[src/sv/mcf_pkg.sv]
// Package for the magnetometer calibration filter.
// Soft-iron matrix constants, register indexes and helper functions; no dependencies.
`timescale 1ns / 1ps
package mcf_pkg;
    localparam int CFG_OFFSET_X = 0;
    localparam int CFG_OFFSET_Y = 1;
    localparam int CFG_OFFSET_Z = 2;
    localparam int CFG_GAIN     = 3;
    localparam int CFG_WEIGHT   = 4;

    localparam logic signed [17:0] M00 = 18'sd61789;
    localparam logic signed [17:0] M01 = -18'sd533;
    localparam logic signed [17:0] M02 = -18'sd2085;
    localparam logic signed [17:0] M11 = 18'sd65346;
    localparam logic signed [17:0] M12 = -18'sd1057;
    localparam logic signed [17:0] M22 = 18'sd59322;

    // matrix entry for output axis a (row 2,0,1) and column j
    function automatic logic signed [17:0] coef(input logic [1:0] a, input logic [1:0] j);
        logic [3:0] k;
        k = {a, j};
        case (k)
            4'h0: coef = M02;
            4'h1: coef = M12;
            4'h2: coef = M22;
            4'h4: coef = M00;
            4'h5: coef = M01;
            4'h6: coef = M02;
            4'h8: coef = M01;
            4'h9: coef = M11;
            4'hA: coef = M12;
            default: coef = 18'sd0;
        endcase
    endfunction

    function automatic logic signed [31:0] sat32(input logic signed [63:0] x);
        if (x > 64'sd2147483647)
            sat32 = 32'h7fffffff;
        else if (x < -64'sd2147483648)
            sat32 = 32'h80000000;
        else
            sat32 = x[31:0];
    endfunction
endpackage

[src/sv/magnetometer_calibrate_filter.sv]
// Magnetometer hard/soft-iron calibration, blend filter and field norm.
// Depends on mcf_pkg.
//
// channel | dir | fields (low bit up)
// s_axis  | in  | tdata: raw_x[23:0], raw_y[47:24], raw_z[71:48]
// m_axis  | out | tuser: status; tdata: filt_a, filt_b, filt_c, field_norm
// cfg     | in  | cfg_we, cfg_index, cfg_data[31:0]
//
// One sample at a time. Every multiply runs through a shared 2-bit-digit
// serial multiplier (a load step, then 17 digit steps); a good sample
// needs 21 multiplies, then a square root and an output state before its
// result is valid. A rejected sample's result is valid the cycle after
// accept. Reset clears state and loads register defaults.
// The input stalls while a result waits on m_axis.
`timescale 1ns / 1ps
module magnetometer_calibrate_filter
    import mcf_pkg::*;
(
    input  logic         clk,
    input  logic         rst_n,
    input  logic         s_axis_tvalid,
    output logic         s_axis_tready,
    input  logic [71:0]  s_axis_tdata,   // raw_x, raw_y, raw_z
    output logic         m_axis_tvalid,
    input  logic         m_axis_tready,
    output logic [127:0] m_axis_tdata,   // filt_a, filt_b, filt_c, field_norm
    output logic         m_axis_tuser,   // status
    input  logic         cfg_we,
    input  logic [2:0]   cfg_index,
    input  logic [31:0]  cfg_data
);
    localparam logic [2:0] S_IDLE = 3'd0, S_MAT = 3'd1, S_GAIN = 3'd2,
                           S_BLD = 3'd3, S_SQ = 3'd4, S_ROOT = 3'd5, S_OUT = 3'd6;

    logic signed [31:0] off_reg [3];
    logic [23:0] gain_reg;
    logic [16:0] wgt_reg;
    logic [23:0] last_raw_reg [3];
    logic signed [31:0] prev_reg [3];
    logic signed [31:0] filt_reg [3];
    logic [31:0] norm_reg;
    logic signed [33:0] d_reg [3];
    logic signed [31:0] cal_reg [3];
    logic [2:0] state_reg;
    logic [1:0] ax_reg, col_reg;
    logic phase_reg;
    logic status_reg, out_v_reg;
    logic signed [63:0] acc_reg;

    // serial multiplier: multiplicand a (64b signed), multiplier b consumed 2b/cycle
    logic signed [63:0] ma_reg, mp_reg;
    logic [33:0] mb_reg;
    logic [5:0] mcnt_reg;
    logic mbusy_reg, mstart;
    logic signed [63:0] st_a;
    logic [33:0] st_b;
    logic [5:0] st_n;
    logic signed [63:0] pp;
    logic [1:0] dig;

    // square root
    logic [63:0] rx_reg, rr_reg, rb_reg;
    logic [5:0] rcnt_reg;

    assign s_axis_tready = (state_reg == S_IDLE) && !out_v_reg;
    assign m_axis_tvalid = out_v_reg;
    assign m_axis_tuser = status_reg;
    assign m_axis_tdata = {norm_reg, filt_reg[2], filt_reg[1], filt_reg[0]};

    logic [23:0] rin [3];
    assign rin[0] = s_axis_tdata[23:0];
    assign rin[1] = s_axis_tdata[47:24];
    assign rin[2] = s_axis_tdata[71:48];

    logic [16:0] w_eff;
    assign w_eff = wgt_reg[16] ? 17'h10000 : wgt_reg;

    function automatic logic signed [63:0] filt_rs(input logic signed [63:0] x, input int s);
        filt_rs = (x + (64'sd1 <<< (s - 1))) >>> s;
    endfunction

    // multiplier digit: signed two's complement on top digit, unsigned below
    always_comb
    begin
        dig = mb_reg[1:0];
        case (dig)
            2'd0: pp = 64'sd0;
            2'd1: pp = ma_reg;
            2'd2: pp = (mcnt_reg == 6'd1) ? -(ma_reg <<< 1) : (ma_reg <<< 1);
            default: pp = (mcnt_reg == 6'd1) ? -ma_reg : (ma_reg + (ma_reg <<< 1));
        endcase
    end

    always_comb
    begin
        mstart = 1'b0;
        st_a = 64'sd0;
        st_b = 34'd0;
        st_n = 6'd0;
        if (!mbusy_reg && !phase_reg)
        begin
            case (state_reg)
                S_MAT:
                begin
                    mstart = 1'b1;
                    st_a = 64'(coef(ax_reg, col_reg));
                    st_b = d_reg[col_reg];
                    st_n = 6'd17;
                end
                S_GAIN:
                begin
                    mstart = 1'b1;
                    st_a = 64'($signed({1'b0, gain_reg}));
                    st_b = 34'($signed(filt_rs(acc_reg, 16)));
                    st_n = 6'd17;
                end
                S_BLD:
                begin
                    mstart = 1'b1;
                    st_a = col_reg[0] ? 64'($signed({1'b0, 17'h10000 - w_eff}))
                                      : 64'($signed({1'b0, w_eff}));
                    st_b = col_reg[0] ? 34'(prev_reg[ax_reg]) : 34'(cal_reg[ax_reg]);
                    st_n = 6'd17;
                end
                S_SQ:
                begin
                    mstart = 1'b1;
                    st_a = 64'(filt_reg[ax_reg]);
                    st_b = 34'(filt_reg[ax_reg]);
                    st_n = 6'd17;
                end
                default: ;
            endcase
        end
    end

    always_ff @(posedge clk or negedge rst_n)
    begin
        if (!rst_n)
        begin
            mbusy_reg <= 1'b0;
            mcnt_reg <= '0;
        end
        else if (mstart)
        begin
            mbusy_reg <= 1'b1;
            mcnt_reg <= st_n;
        end
        else if (mbusy_reg)
        begin
            mcnt_reg <= mcnt_reg - 6'd1;
            if (mcnt_reg == 6'd1)
                mbusy_reg <= 1'b0;
        end
    end

    always_ff @(posedge clk)
    begin
        if (mstart)
        begin
            ma_reg <= st_a;
            mb_reg <= st_b;
            mp_reg <= 64'sd0;
        end
        else if (mbusy_reg)
        begin
            mp_reg <= mp_reg + (pp <<< (6'd2 * (6'd17 - mcnt_reg)));
            mb_reg <= mb_reg >> 2;
        end
    end

    logic mdone;
    assign mdone = mbusy_reg && mcnt_reg == 6'd1;
    logic signed [63:0] mres;
    assign mres = mp_reg + (pp <<< (6'd2 * (6'd17 - mcnt_reg)));

    always_ff @(posedge clk or negedge rst_n)
    begin
        if (!rst_n)
        begin
            state_reg <= S_IDLE;
            out_v_reg <= 1'b0;
            status_reg <= 1'b0;
            phase_reg <= 1'b0;
            ax_reg <= '0;
            col_reg <= '0;
            off_reg[0] <= -32'sd128581;
            off_reg[1] <= 32'sd127997;
            off_reg[2] <= -32'sd115842;
            gain_reg <= 24'd8388608;
            wgt_reg <= 17'd32768;
            norm_reg <= '0;
            for (int i = 0; i < 3; i++)
            begin
                last_raw_reg[i] <= '0;
                prev_reg[i] <= '0;
                filt_reg[i] <= '0;
            end
        end
        else
        begin
            if (cfg_we)
            begin
                case (cfg_index)
                    3'(CFG_OFFSET_X): off_reg[0] <= cfg_data;
                    3'(CFG_OFFSET_Y): off_reg[1] <= cfg_data;
                    3'(CFG_OFFSET_Z): off_reg[2] <= cfg_data;
                    3'(CFG_GAIN):     gain_reg <= cfg_data[23:0];
                    3'(CFG_WEIGHT):   wgt_reg <= cfg_data[16:0];
                    default: ;
                endcase
            end
            if (out_v_reg && m_axis_tready)
                out_v_reg <= 1'b0;
            if (mstart)
                phase_reg <= 1'b1;
            case (state_reg)
                S_IDLE:
                begin
                    if (s_axis_tvalid && s_axis_tready)
                    begin
                        for (int i = 0; i < 3; i++)
                        begin
                            last_raw_reg[i] <= rin[i];
                            d_reg[i] <= 34'($signed({rin[i], 8'd0})) - 34'(off_reg[i]);
                        end
                        if ((rin[0] == 0 && rin[1] == 0 && rin[2] == 0) ||
                            (rin[0] == last_raw_reg[0] && rin[1] == last_raw_reg[1] &&
                             rin[2] == last_raw_reg[2]))
                        begin
                            status_reg <= 1'b1;
                            out_v_reg <= 1'b1;
                        end
                        else
                        begin
                            status_reg <= 1'b0;
                            state_reg <= S_MAT;
                            ax_reg <= '0;
                            col_reg <= '0;
                            acc_reg <= '0;
                        end
                    end
                end
                S_MAT:
                begin
                    if (mdone)
                    begin
                        phase_reg <= 1'b0;
                        acc_reg <= acc_reg + mres;
                        if (col_reg == 2'd2)
                        begin
                            col_reg <= '0;
                            state_reg <= S_GAIN;
                        end
                        else
                            col_reg <= col_reg + 2'd1;
                    end
                end
                S_GAIN:
                begin
                    if (mdone)
                    begin
                        phase_reg <= 1'b0;
                        cal_reg[ax_reg] <= sat32(filt_rs(mres, 23));
                        acc_reg <= '0;
                        if (ax_reg == 2'd2)
                        begin
                            ax_reg <= '0;
                            state_reg <= S_BLD;
                        end
                        else
                        begin
                            ax_reg <= ax_reg + 2'd1;
                            state_reg <= S_MAT;
                        end
                    end
                end
                S_BLD:
                begin
                    if (mdone)
                    begin
                        phase_reg <= 1'b0;
                        if (!col_reg[0])
                        begin
                            acc_reg <= mres;
                            col_reg <= 2'd1;
                        end
                        else
                        begin
                            filt_reg[ax_reg] <= sat32(filt_rs(acc_reg + mres, 16));
                            prev_reg[ax_reg] <= cal_reg[ax_reg];
                            col_reg <= '0;
                            if (ax_reg == 2'd2)
                            begin
                                ax_reg <= '0;
                                acc_reg <= '0;
                                state_reg <= S_SQ;
                            end
                            else
                                ax_reg <= ax_reg + 2'd1;
                        end
                    end
                end
                S_SQ:
                begin
                    if (mdone)
                    begin
                        phase_reg <= 1'b0;
                        acc_reg <= acc_reg + mres;
                        if (ax_reg == 2'd2)
                        begin
                            state_reg <= S_ROOT;
                            rcnt_reg <= 6'd32;
                            rx_reg <= acc_reg + mres;
                            rr_reg <= '0;
                            rb_reg <= 64'd1 << 62;
                        end
                        else
                            ax_reg <= ax_reg + 2'd1;
                    end
                end
                S_ROOT:
                begin
                    if (rx_reg >= rr_reg + rb_reg)
                    begin
                        rx_reg <= rx_reg - (rr_reg + rb_reg);
                        rr_reg <= (rr_reg >> 1) + rb_reg;
                    end
                    else
                        rr_reg <= rr_reg >> 1;
                    rb_reg <= rb_reg >> 2;
                    rcnt_reg <= rcnt_reg - 6'd1;
                    if (rcnt_reg == 6'd1)
                        state_reg <= S_OUT;
                end
                S_OUT:
                begin
                    norm_reg <= (rr_reg[63:32] != 0) ? 32'hffffffff : rr_reg[31:0];
                    out_v_reg <= 1'b1;
                    state_reg <= S_IDLE;
                end
                default: state_reg <= S_IDLE;
            endcase
        end
    end

    a_no_accept_busy: assert property (@(posedge clk) disable iff (!rst_n)
        (state_reg != S_IDLE) |-> !s_axis_tready)
        else $error("input accepted while busy");
    a_out_hold: assert property (@(posedge clk) disable iff (!rst_n)
        (out_v_reg && !m_axis_tready) |=> $stable(m_axis_tdata))
        else $error("result changed while stalled");
    a_mul_idle_out: assert property (@(posedge clk) disable iff (!rst_n)
        (state_reg == S_IDLE) |-> !mbusy_reg)
        else $error("multiplier running while idle");
endmodule
[config.mk]
export PLATFORM = sky130hd
export DESIGN_NAME = magnetometer_calibrate_filter
export DESIGN_NICKNAME = d
export VERILOG_FILES = /design/src/sv/mcf_pkg.sv /design/src/sv/magnetometer_calibrate_filter.sv
export SDC_FILE = /design/constraint.sdc
export NUM_CORES = 2
export LEC_CHECK = 0
export BUFFER_PORTS_ARGS = -buffer_cell sky130_fd_sc_hd__buf_2
export CAP_MARGIN = 20
export CORE_UTILIZATION = 56
export CTS_BUF_LIST = sky130_fd_sc_hd__clkbuf_2
export CTS_CLUSTER_DIAMETER = 30
export CTS_CLUSTER_SIZE = 30
export DETAILED_ROUTE_END_ITERATION = 16
export MAX_ROUTING_LAYER = met4
export PLACE_DENSITY = 0.73
export REMOVE_ABC_BUFFERS = 1
export SLEW_MARGIN = 10
export SYNTH_ARGS = -nofsm -noshare
export SYNTH_HDL_FRONTEND = slang
export SYNTH_SLANG_ARGS = --single-unit
export TNS_END_PERCENT = 10
[constraint.sdc]
create_clock -name clk -period 14.5 [get_ports clk]
set_clock_uncertainty 0.2 [all_clocks]
set_input_delay 2.9 -clock clk [delete_from_list [all_inputs] [get_ports clk]]
set_output_delay 2.9 -clock clk [all_outputs]
set_load 0.02 [all_outputs]
=== Yosys cells after proc, flatten, opt, wreduce, memory -nomap -nowiden ===
Memories as Yosys holds them, arrays and structs flattened.
Index checks and enable logic that the tools add are counted.

* Register bits: 874
* Memory bits (writable): 198
* Memory bits (read-only): 288
* Output and inout bits: 131
* Word-level logic and storage cells: 242
* Memories: 3

{| class="wikitable"
|+ Memory list
! name !! words !! width !! rd ports !! clocked after Yosys merged registers in !! write ports !! line !! source
|-
| (name not given) || 16 || 18 || 1 || 0 || 0 || mcf_pkg.sv:22 || <nowiki>case (k)</nowiki>
|-
| d_reg || 3 || 34 || 1 || 0 || 3 || magnetometer_calibrate_filter.sv:42 || <nowiki>logic signed [33:0] d_reg [3];</nowiki>
|-
| cal_reg || 3 || 32 || 1 || 0 || 1 || magnetometer_calibrate_filter.sv:43 || <nowiki>logic signed [31:0] cal_reg [3];</nowiki>
|}

* Add/subtract/negate cells: 20
* Order comparisons: 7
* Equality and inequality tests: 34
* Shift operators: 1
* Mux-type cells: 102
* Bitwise logic cells: 1
* Reductions and logical operators: 43

{| class="wikitable"
|+ Operator list
! operator !! count
|-
| 64-bit two-way mux || 16
|-
| 64-bit one-hot mux with 4 select lines || 2
|-
| 32-bit two-way mux || 15
|-
| 64-bit one-hot mux with 2 select lines || 3
|-
| 64-bit adder || 4
|-
| 96-bit bitwise mux || 2
|-
| 64-bit one-hot mux with 3 select lines || 1
|-
| 34-bit two-way mux || 4
|-
| 34-bit one-hot mux with 4 select lines || 1
|-
| 32-bit binary-select mux with 2-bit select || 2
|-
| 64-bit negator || 2
|-
| 32-bit by 32-bit subtractor with 33-bit output || 3
|-
| 24-bit equality test || 3
|-
| 24-bit zero test || 3
|-
| 63-bit by 64-bit adder with 64-bit output || 1
|-
| 64-bit by 17-bit adder with 64-bit output, second input constant || 1
|-
| 64-bit by 24-bit adder with 64-bit output, second input constant || 1
|-
| 32-bit demux with 2-bit select || 1
|-
| 64-bit >= comparator || 1
|-
| 64-bit by 6-bit <<< shifter with 64-bit output || 1
|-
| 64-bit subtractor || 1
|-
| 50-bit by 17-bit adder with 50-bit output, second input constant || 1
|-
| 48-bit by 32-bit greater-than comparator with 1-bit output, second input constant || 1
|-
| 48-bit by 32-bit < comparator with 1-bit output, second input constant || 1
|-
| 46 further kinds || 137
|}

=== Depth between registers and ports, before layout ===
* Depth after elaboration: 14
* Depth in mapped cells: 54

=== Worst setup path after synthesis ===
OpenSTA, ideal clock, no wires.

* Path type: register to register
* From: register mcnt_reg[1]
* To: register filt_reg, in the netlist m_axis_tdata[83]
* Arrival: 12.111 ns
* Data required time: 14.154 ns
* Setup slack: 2.044 ns
* Cell stages (with the launch flop): 49
* Buffers on the path: 10
* Clock period less this slack: 12.456 ns
* Cell sequence: dfrtp_1 -> clkbuf_1 -> inv_1 -> buf_1 -> buf_1 -> clkbuf_1 -> ha_1 -> or4b_1 -> or2_2 -> clkbuf_1 -> clkbuf_1 -> clkbuf_1 -> nor2_1 -> xnor2_1 -> o221ai_1 -> mux2_2 -> and2_0 -> a221oi_1 -> [... 13 more ...] -> a21o_1 -> a21o_1 -> or2_2 -> a31o_2 -> a21oi_1 -> nand3_1 -> or4b_4 -> or4_1 -> buf_2 -> or3_1 -> buf_2 -> or4b_4 -> mux2i_1 -> a2111oi_0 -> o211ai_2 -> buf_4 -> a21oi_2 -> a211oi_2

* Word-level cells in the longest chain between the ends: 14
* Elaborated cells on any way between the ends: 19

{| class="wikitable"
|+ RTL lines
! element !! line !! source
|-
| from (decl) || magnetometer_calibrate_filter.sv:53 || <nowiki>logic [5:0] mcnt_reg;</nowiki>
|-
| from (signal assigned) || magnetometer_calibrate_filter.sv:147 || <nowiki>mcnt_reg <= st_n;</nowiki>
|-
| from (signal assigned) || magnetometer_calibrate_filter.sv:151 || <nowiki>mcnt_reg <= mcnt_reg - 6'd1;</nowiki>
|-
| 6-bit by 1-bit equality test with 1-bit output || magnetometer_calibrate_filter.sv:89, magnetometer_calibrate_filter.sv:90 ||
|-
| 64-bit two-way mux, on equally long branches || magnetometer_calibrate_filter.sv:90, magnetometer_calibrate_filter.sv:89 ||
|-
| 64-bit one-hot mux with 3 select lines || magnetometer_calibrate_filter.sv:86 || <nowiki>case (dig)</nowiki>
|-
| 64-bit by 6-bit <<< shifter with 64-bit output (*) || magnetometer_calibrate_filter.sv:175 || <nowiki>assign mres = mp_reg + (pp <<< (6'd2 * (6'd17 - mcnt_reg)));</nowiki>
|-
| 64-bit adder (*) || magnetometer_calibrate_filter.sv:175 ||
|-
| net mres[30] || magnetometer_calibrate_filter.sv:174 || <nowiki>logic signed [63:0] mres;</nowiki>
|-
| 64-bit adder (*) || magnetometer_calibrate_filter.sv:290 || <nowiki>filt_reg[ax_reg] <= sat32(filt_rs(acc_reg + mres, 16));</nowiki>
|-
| 64-bit by 17-bit adder with 64-bit output (*) || magnetometer_calibrate_filter.sv:79 || <nowiki>filt_rs = (x + (64'sd1 <<< (s - 1))) >>> s;</nowiki>
|-
| 48-bit by 32-bit < comparator with 1-bit output || mcf_pkg.sv:39 || <nowiki>else if (x < -64'sd2147483648)</nowiki>
|-
| 32-bit two-way mux || mcf_pkg.sv:39 ||
|-
| 32-bit two-way mux (*) || mcf_pkg.sv:37 || <nowiki>if (x > 64'sd2147483647)</nowiki>
|-
| 32-bit two-way mux (*) || magnetometer_calibrate_filter.sv:283 || <nowiki>if (!col_reg[0])</nowiki>
|-
| 32-bit two-way mux (*) || magnetometer_calibrate_filter.sv:280 || <nowiki>if (mdone)</nowiki>
|-
| 32-bit two-way mux (*) || magnetometer_calibrate_filter.sv:217 || <nowiki>case (state_reg)</nowiki>
|-
| 96-bit bitwise mux (*) || magnetometer_calibrate_filter.sv:290 ||
|-
| to (signal, indexed assignment) || magnetometer_calibrate_filter.sv:290 ||
|-
| to (decl) || magnetometer_calibrate_filter.sv:40 || <nowiki>logic signed [31:0] filt_reg [3];</nowiki>
|}

The timed path passes the listed nets; every way through them passes the cells marked *. The select of a mux whose other input is x is not followed.
A chain may end at the register's enable or synchronous reset.

=== Worst setup path after layout ===
* From: register ma_reg[1]
* To: register filt_reg, in the netlist m_axis_tdata[66]

* Word-level cells in the longest chain between the ends: 14
* Elaborated cells on any way between the ends: 18

{| class="wikitable"
|+ RTL lines
! element !! line !! source
|-
| from (decl) || magnetometer_calibrate_filter.sv:51 || <nowiki>logic signed [63:0] ma_reg, mp_reg;</nowiki>
|-
| from (signal assigned) || magnetometer_calibrate_filter.sv:161 || <nowiki>ma_reg <= st_a;</nowiki>
|-
| 64-bit adder, or another cell as far along || magnetometer_calibrate_filter.sv:90 || <nowiki>default: pp = (mcnt_reg == 6'd1) ? -ma_reg : (ma_reg + (ma_reg <<< 1));</nowiki>
|-
| 64-bit two-way mux, on equally long branches || magnetometer_calibrate_filter.sv:90, magnetometer_calibrate_filter.sv:89 ||
|-
| 64-bit one-hot mux with 3 select lines (*) || magnetometer_calibrate_filter.sv:86 ||
|-
| 64-bit by 6-bit <<< shifter with 64-bit output (*) || magnetometer_calibrate_filter.sv:175 ||
|-
| 64-bit adder (*) || magnetometer_calibrate_filter.sv:175 ||
|-
| net mres[34] || magnetometer_calibrate_filter.sv:174 ||
|-
| 64-bit adder (*) || magnetometer_calibrate_filter.sv:290 ||
|-
| 64-bit by 17-bit adder with 64-bit output (*) || magnetometer_calibrate_filter.sv:79 ||
|-
| 48-bit by 32-bit < comparator with 1-bit output || mcf_pkg.sv:39 ||
|-
| 32-bit two-way mux || mcf_pkg.sv:39 ||
|-
| 32-bit two-way mux (*) || mcf_pkg.sv:37 ||
|-
| 32-bit two-way mux (*) || magnetometer_calibrate_filter.sv:283 ||
|-
| 32-bit two-way mux (*) || magnetometer_calibrate_filter.sv:280 ||
|-
| 32-bit two-way mux (*) || magnetometer_calibrate_filter.sv:217 ||
|-
| 96-bit bitwise mux (*) || magnetometer_calibrate_filter.sv:290 ||
|}

Marks and branches as above.

==> flow_metrics.py <==
metrics = {
    "worst_setup_path": {
        "path_max_fanout": 18,
        "r2r_cells": 42,
        "path_class": "reg2reg",
        "cp.depth": 42,
        "required_ns": 15.89,
        "crit_buf_inv": 2,
        "slowest_stage": "nor3_4",
        "max_stage_delay_ns": 0.86,
        "crit_top_cell": "o21ai_0",
        "crit_family": "simple AND/OR/NAND/NOR gates",
        "crit_arrival_ns": 15.19,
        "end_kind": "flop",
        "start_kind": "flop",
    },
    "die": {
        "dieArea_mm2": 0.127,
        "row_count": 129,
        "coreArea_mm2": 0.124,
        "initial_core_util": 0.568,
        "io_pins": 243,
        "fp.dieW_um": 357,
        "fp.dieH_um": 357,
    },
    "logic_synthesis": {
        "synth_seq_area_share": 0.388,
        "ys_ff_latch": 1005,
        "syn_inst": 8090,
        "synth_top_area_frac": 0.209,
        "syn_area_per_cell_um2": 8.72,
        "synth_ff_type": "edfxtp_1",
        "async_flop_share": 0.448,
        "synth_area_mm2": 0.0706,
        "synth.distinct_cells": 104,
        "synth_edf_count": 491,
        "yosys-top-cells-area": "edfxtp_1 21%, dfrtp_1 14%, ha_1 7.3%, nand2_1 6.2%, o21ai_0 5.1%",
        "ys.warnings.count": 0,
        "synth_area_leader_cell": "edfxtp_1",
    },
    "place": {
        "postPlaceCellArea_mm2": 0.0741,
        "dpl.hpwl_um": 194000,
        "gp_congestion": 1.03,
        "placedCellCount": 9771,
        "portBuffers": 242,
        "dp_slack_ns": 0.824,
    },
    "min_path": {
        "hp-class": "reg2reg",
        "min_path_cells": 2,
    },
    "timing": {
        "timing.hold.ws_ns": 0.224,
        "drv_slew": 0,
        "finalHoldViolations": 0,
        "worst_slew_pin_slew_ns": 1.24,
        "period_needed_ns": 13.80,
        "max_freq_mhz": 72.5,
        "setup_viol": 0,
        "relSlewSlack": 0.172,
        "rsz0062_at_grt": "no",
        "worst_slack_ns": 0.700,
        "finalCritPeriodShare": 0.952,
    },
    "finish": {
        "final_cells": 10200,
        "syn2layout_area_growth_pct": 9.34,
        "finalNetCount": 8891,
        "final_common_cell": "nand2_1",
        "fin_area_mm2": 0.0772,
        "largest_register_ffs": 99,
        "drive_above_1_share": 0.134,
        "fin_util": 0.621,
        "mostFrequentLayoutCells": "1,172 x nand2_1, 715 x o21ai_0, 670 x nor2_1",
    },
    "pwr": {
        "power_density_mw_per_mm2": 81.2,
        "p_leak_uw": 0.0332,
        "peakVddDrop_uv": 72.8,
    },
    "run_status": {
        "status": "complete, no violations",
    },
    "global_route": {
        "antenna_found_initial": 16,
        "gr-total-overflow": 0,
        "grt_pass1_wl_um": 379000,
        "grt_max_degree": 106,
        "grt_pass1_vias": 60900,
        "grt_use_total": 0.405,
    },
    "clock_network": {
        "numCtsBuffers": 228,
        "htreeDepth": 4,
        "clk_pin_slew_ns": 0.17,
        "root_buffer": "clkbuf_2",
        "cts_tree": "built",
        "cts.sinks": 1005,
        "clk_latency_ns": 1.79,
        "cts.path.max_buffers": 3,
        "cts_hold_buf": 0,
    },
    "detailed_routing": {
        "avgRoutedWirePerCell_um": 25.0,
        "ant_nets": 0,
        "drc": 0,
        "wl_um": 255000,
        "via_per_inst": 6.41,
        "dr_total_vias": 65500,
        "drt-initial-drc-count": 7703,
        "dr.pass1.iters": 9,
    },
    "run": {
        "drv_cap": 0,
    },
}
==> synth_stat cells, types with 172 or more instances <==
library cell  number
nand2_1         1174
ha_1             411
dfrtp_1          385
mux2i_1          172
a21oi_1          638
edfxtp_1         491
nor2_1           685
xor2_1           188
o21ai_0          715
xnor2_1          398
inv_1            260
clkbuf_1         358
==> path summary, 6_finish.rpt <==
check,endpoint,slack (ns),startpoint
setup / recovery,m_axis_tdata[66]$_DFFE_PN0P_,0.70,ma_reg[1]$_SDFFCE_PN0P_
hold / removal,prev_reg[47]$_DFFE_PN0P_,0.22,cal_reg[2][15]$_DFFE_PP_
setup reg to reg,m_axis_tdata[66]$_DFFE_PN0P_,0.70,ma_reg[1]$_SDFFCE_PN0P_
hold reg to reg,prev_reg[47]$_DFFE_PN0P_,0.22,cal_reg[2][15]$_DFFE_PP_
max in group asynchronous,prev_reg[77]$_DFFE_PN0P_,10.48,rst_n
min in group asynchronous,last_raw_reg[52]$_DFFE_PN0P_,0.81,rst_n
==> worst register-to-register path, delay by kind of cell, from the launching register on <==
kind	cells	cell delay, ns
xor gates and xnor gates	2	0.39
muxes	2	0.40
adders and majority gates	4	1.39
AOI/OAI and AO/OA	14	4.39
DFF	1	0.54
buffers and inverters	2	0.45
and+or+nand+nor	18	6.01
==> kinds of logic after synthesis <==
group | after synthesis | share of synthesized area
buffers and inverters | 672 | 0.0366
flip-flops | 1005 | 0.388
AND/OR/NAND/NOR | 2747 | 0.176
multiplexers | 255 | 0.0381
XOR/XNOR | 587 | 0.0730
adder cells (fa/ha/maj) | 415 | 0.0740
AO/OA/AOI/OAI | 2409 | 0.215
==> where the power goes <==
part           internal [µW]  switching, µW  leakage (µW)
Sequential              3110           53.5        0.0110
Clock                   1080           1390       0.00187
Combinational            261            378        0.0203
Total                   4450           1820        0.0332
==> cell type report <==
cell class / count / area, µm²
diodes: 18 / 45.0
clock buffers: 262 / 1310
clock inverters: 173 / 1710
fillers: 10900 / 47100
inverters: 262 / 986
multi-input cells: 6413 / 40900
flip-flops and latches: 1005 / 27400
well taps: 1637 / 2050
repair buffers: 454 / 2820
==> per-stage QoR <==
step / total power [µW] / setup TNS, ns
after floorplan: 3650 / -107.40
after global placement: 3830 / 0
after detailed placement: 3850 / 0
after CTS: 6270 / 0
after global routing: 6510 / 0
final: 6270 / 0
==> metal layers <==
layer	vias up	track usage	share of wire
li1	30100	-	-
met4	0	0.175	0.049
met1	31400	0.535	0.41
met3	560	0.0920	0.10
met2	3397	0.595	0.44
met5	-	-	0
==> what timing repair did <==
item / CTS / global route
endpoints found under the setup margin: 0 / 62
gates resized for setup: 0 / 2
setup buffers: 0 / 0
Note: power is estimated with default switching activity, not from simulation.
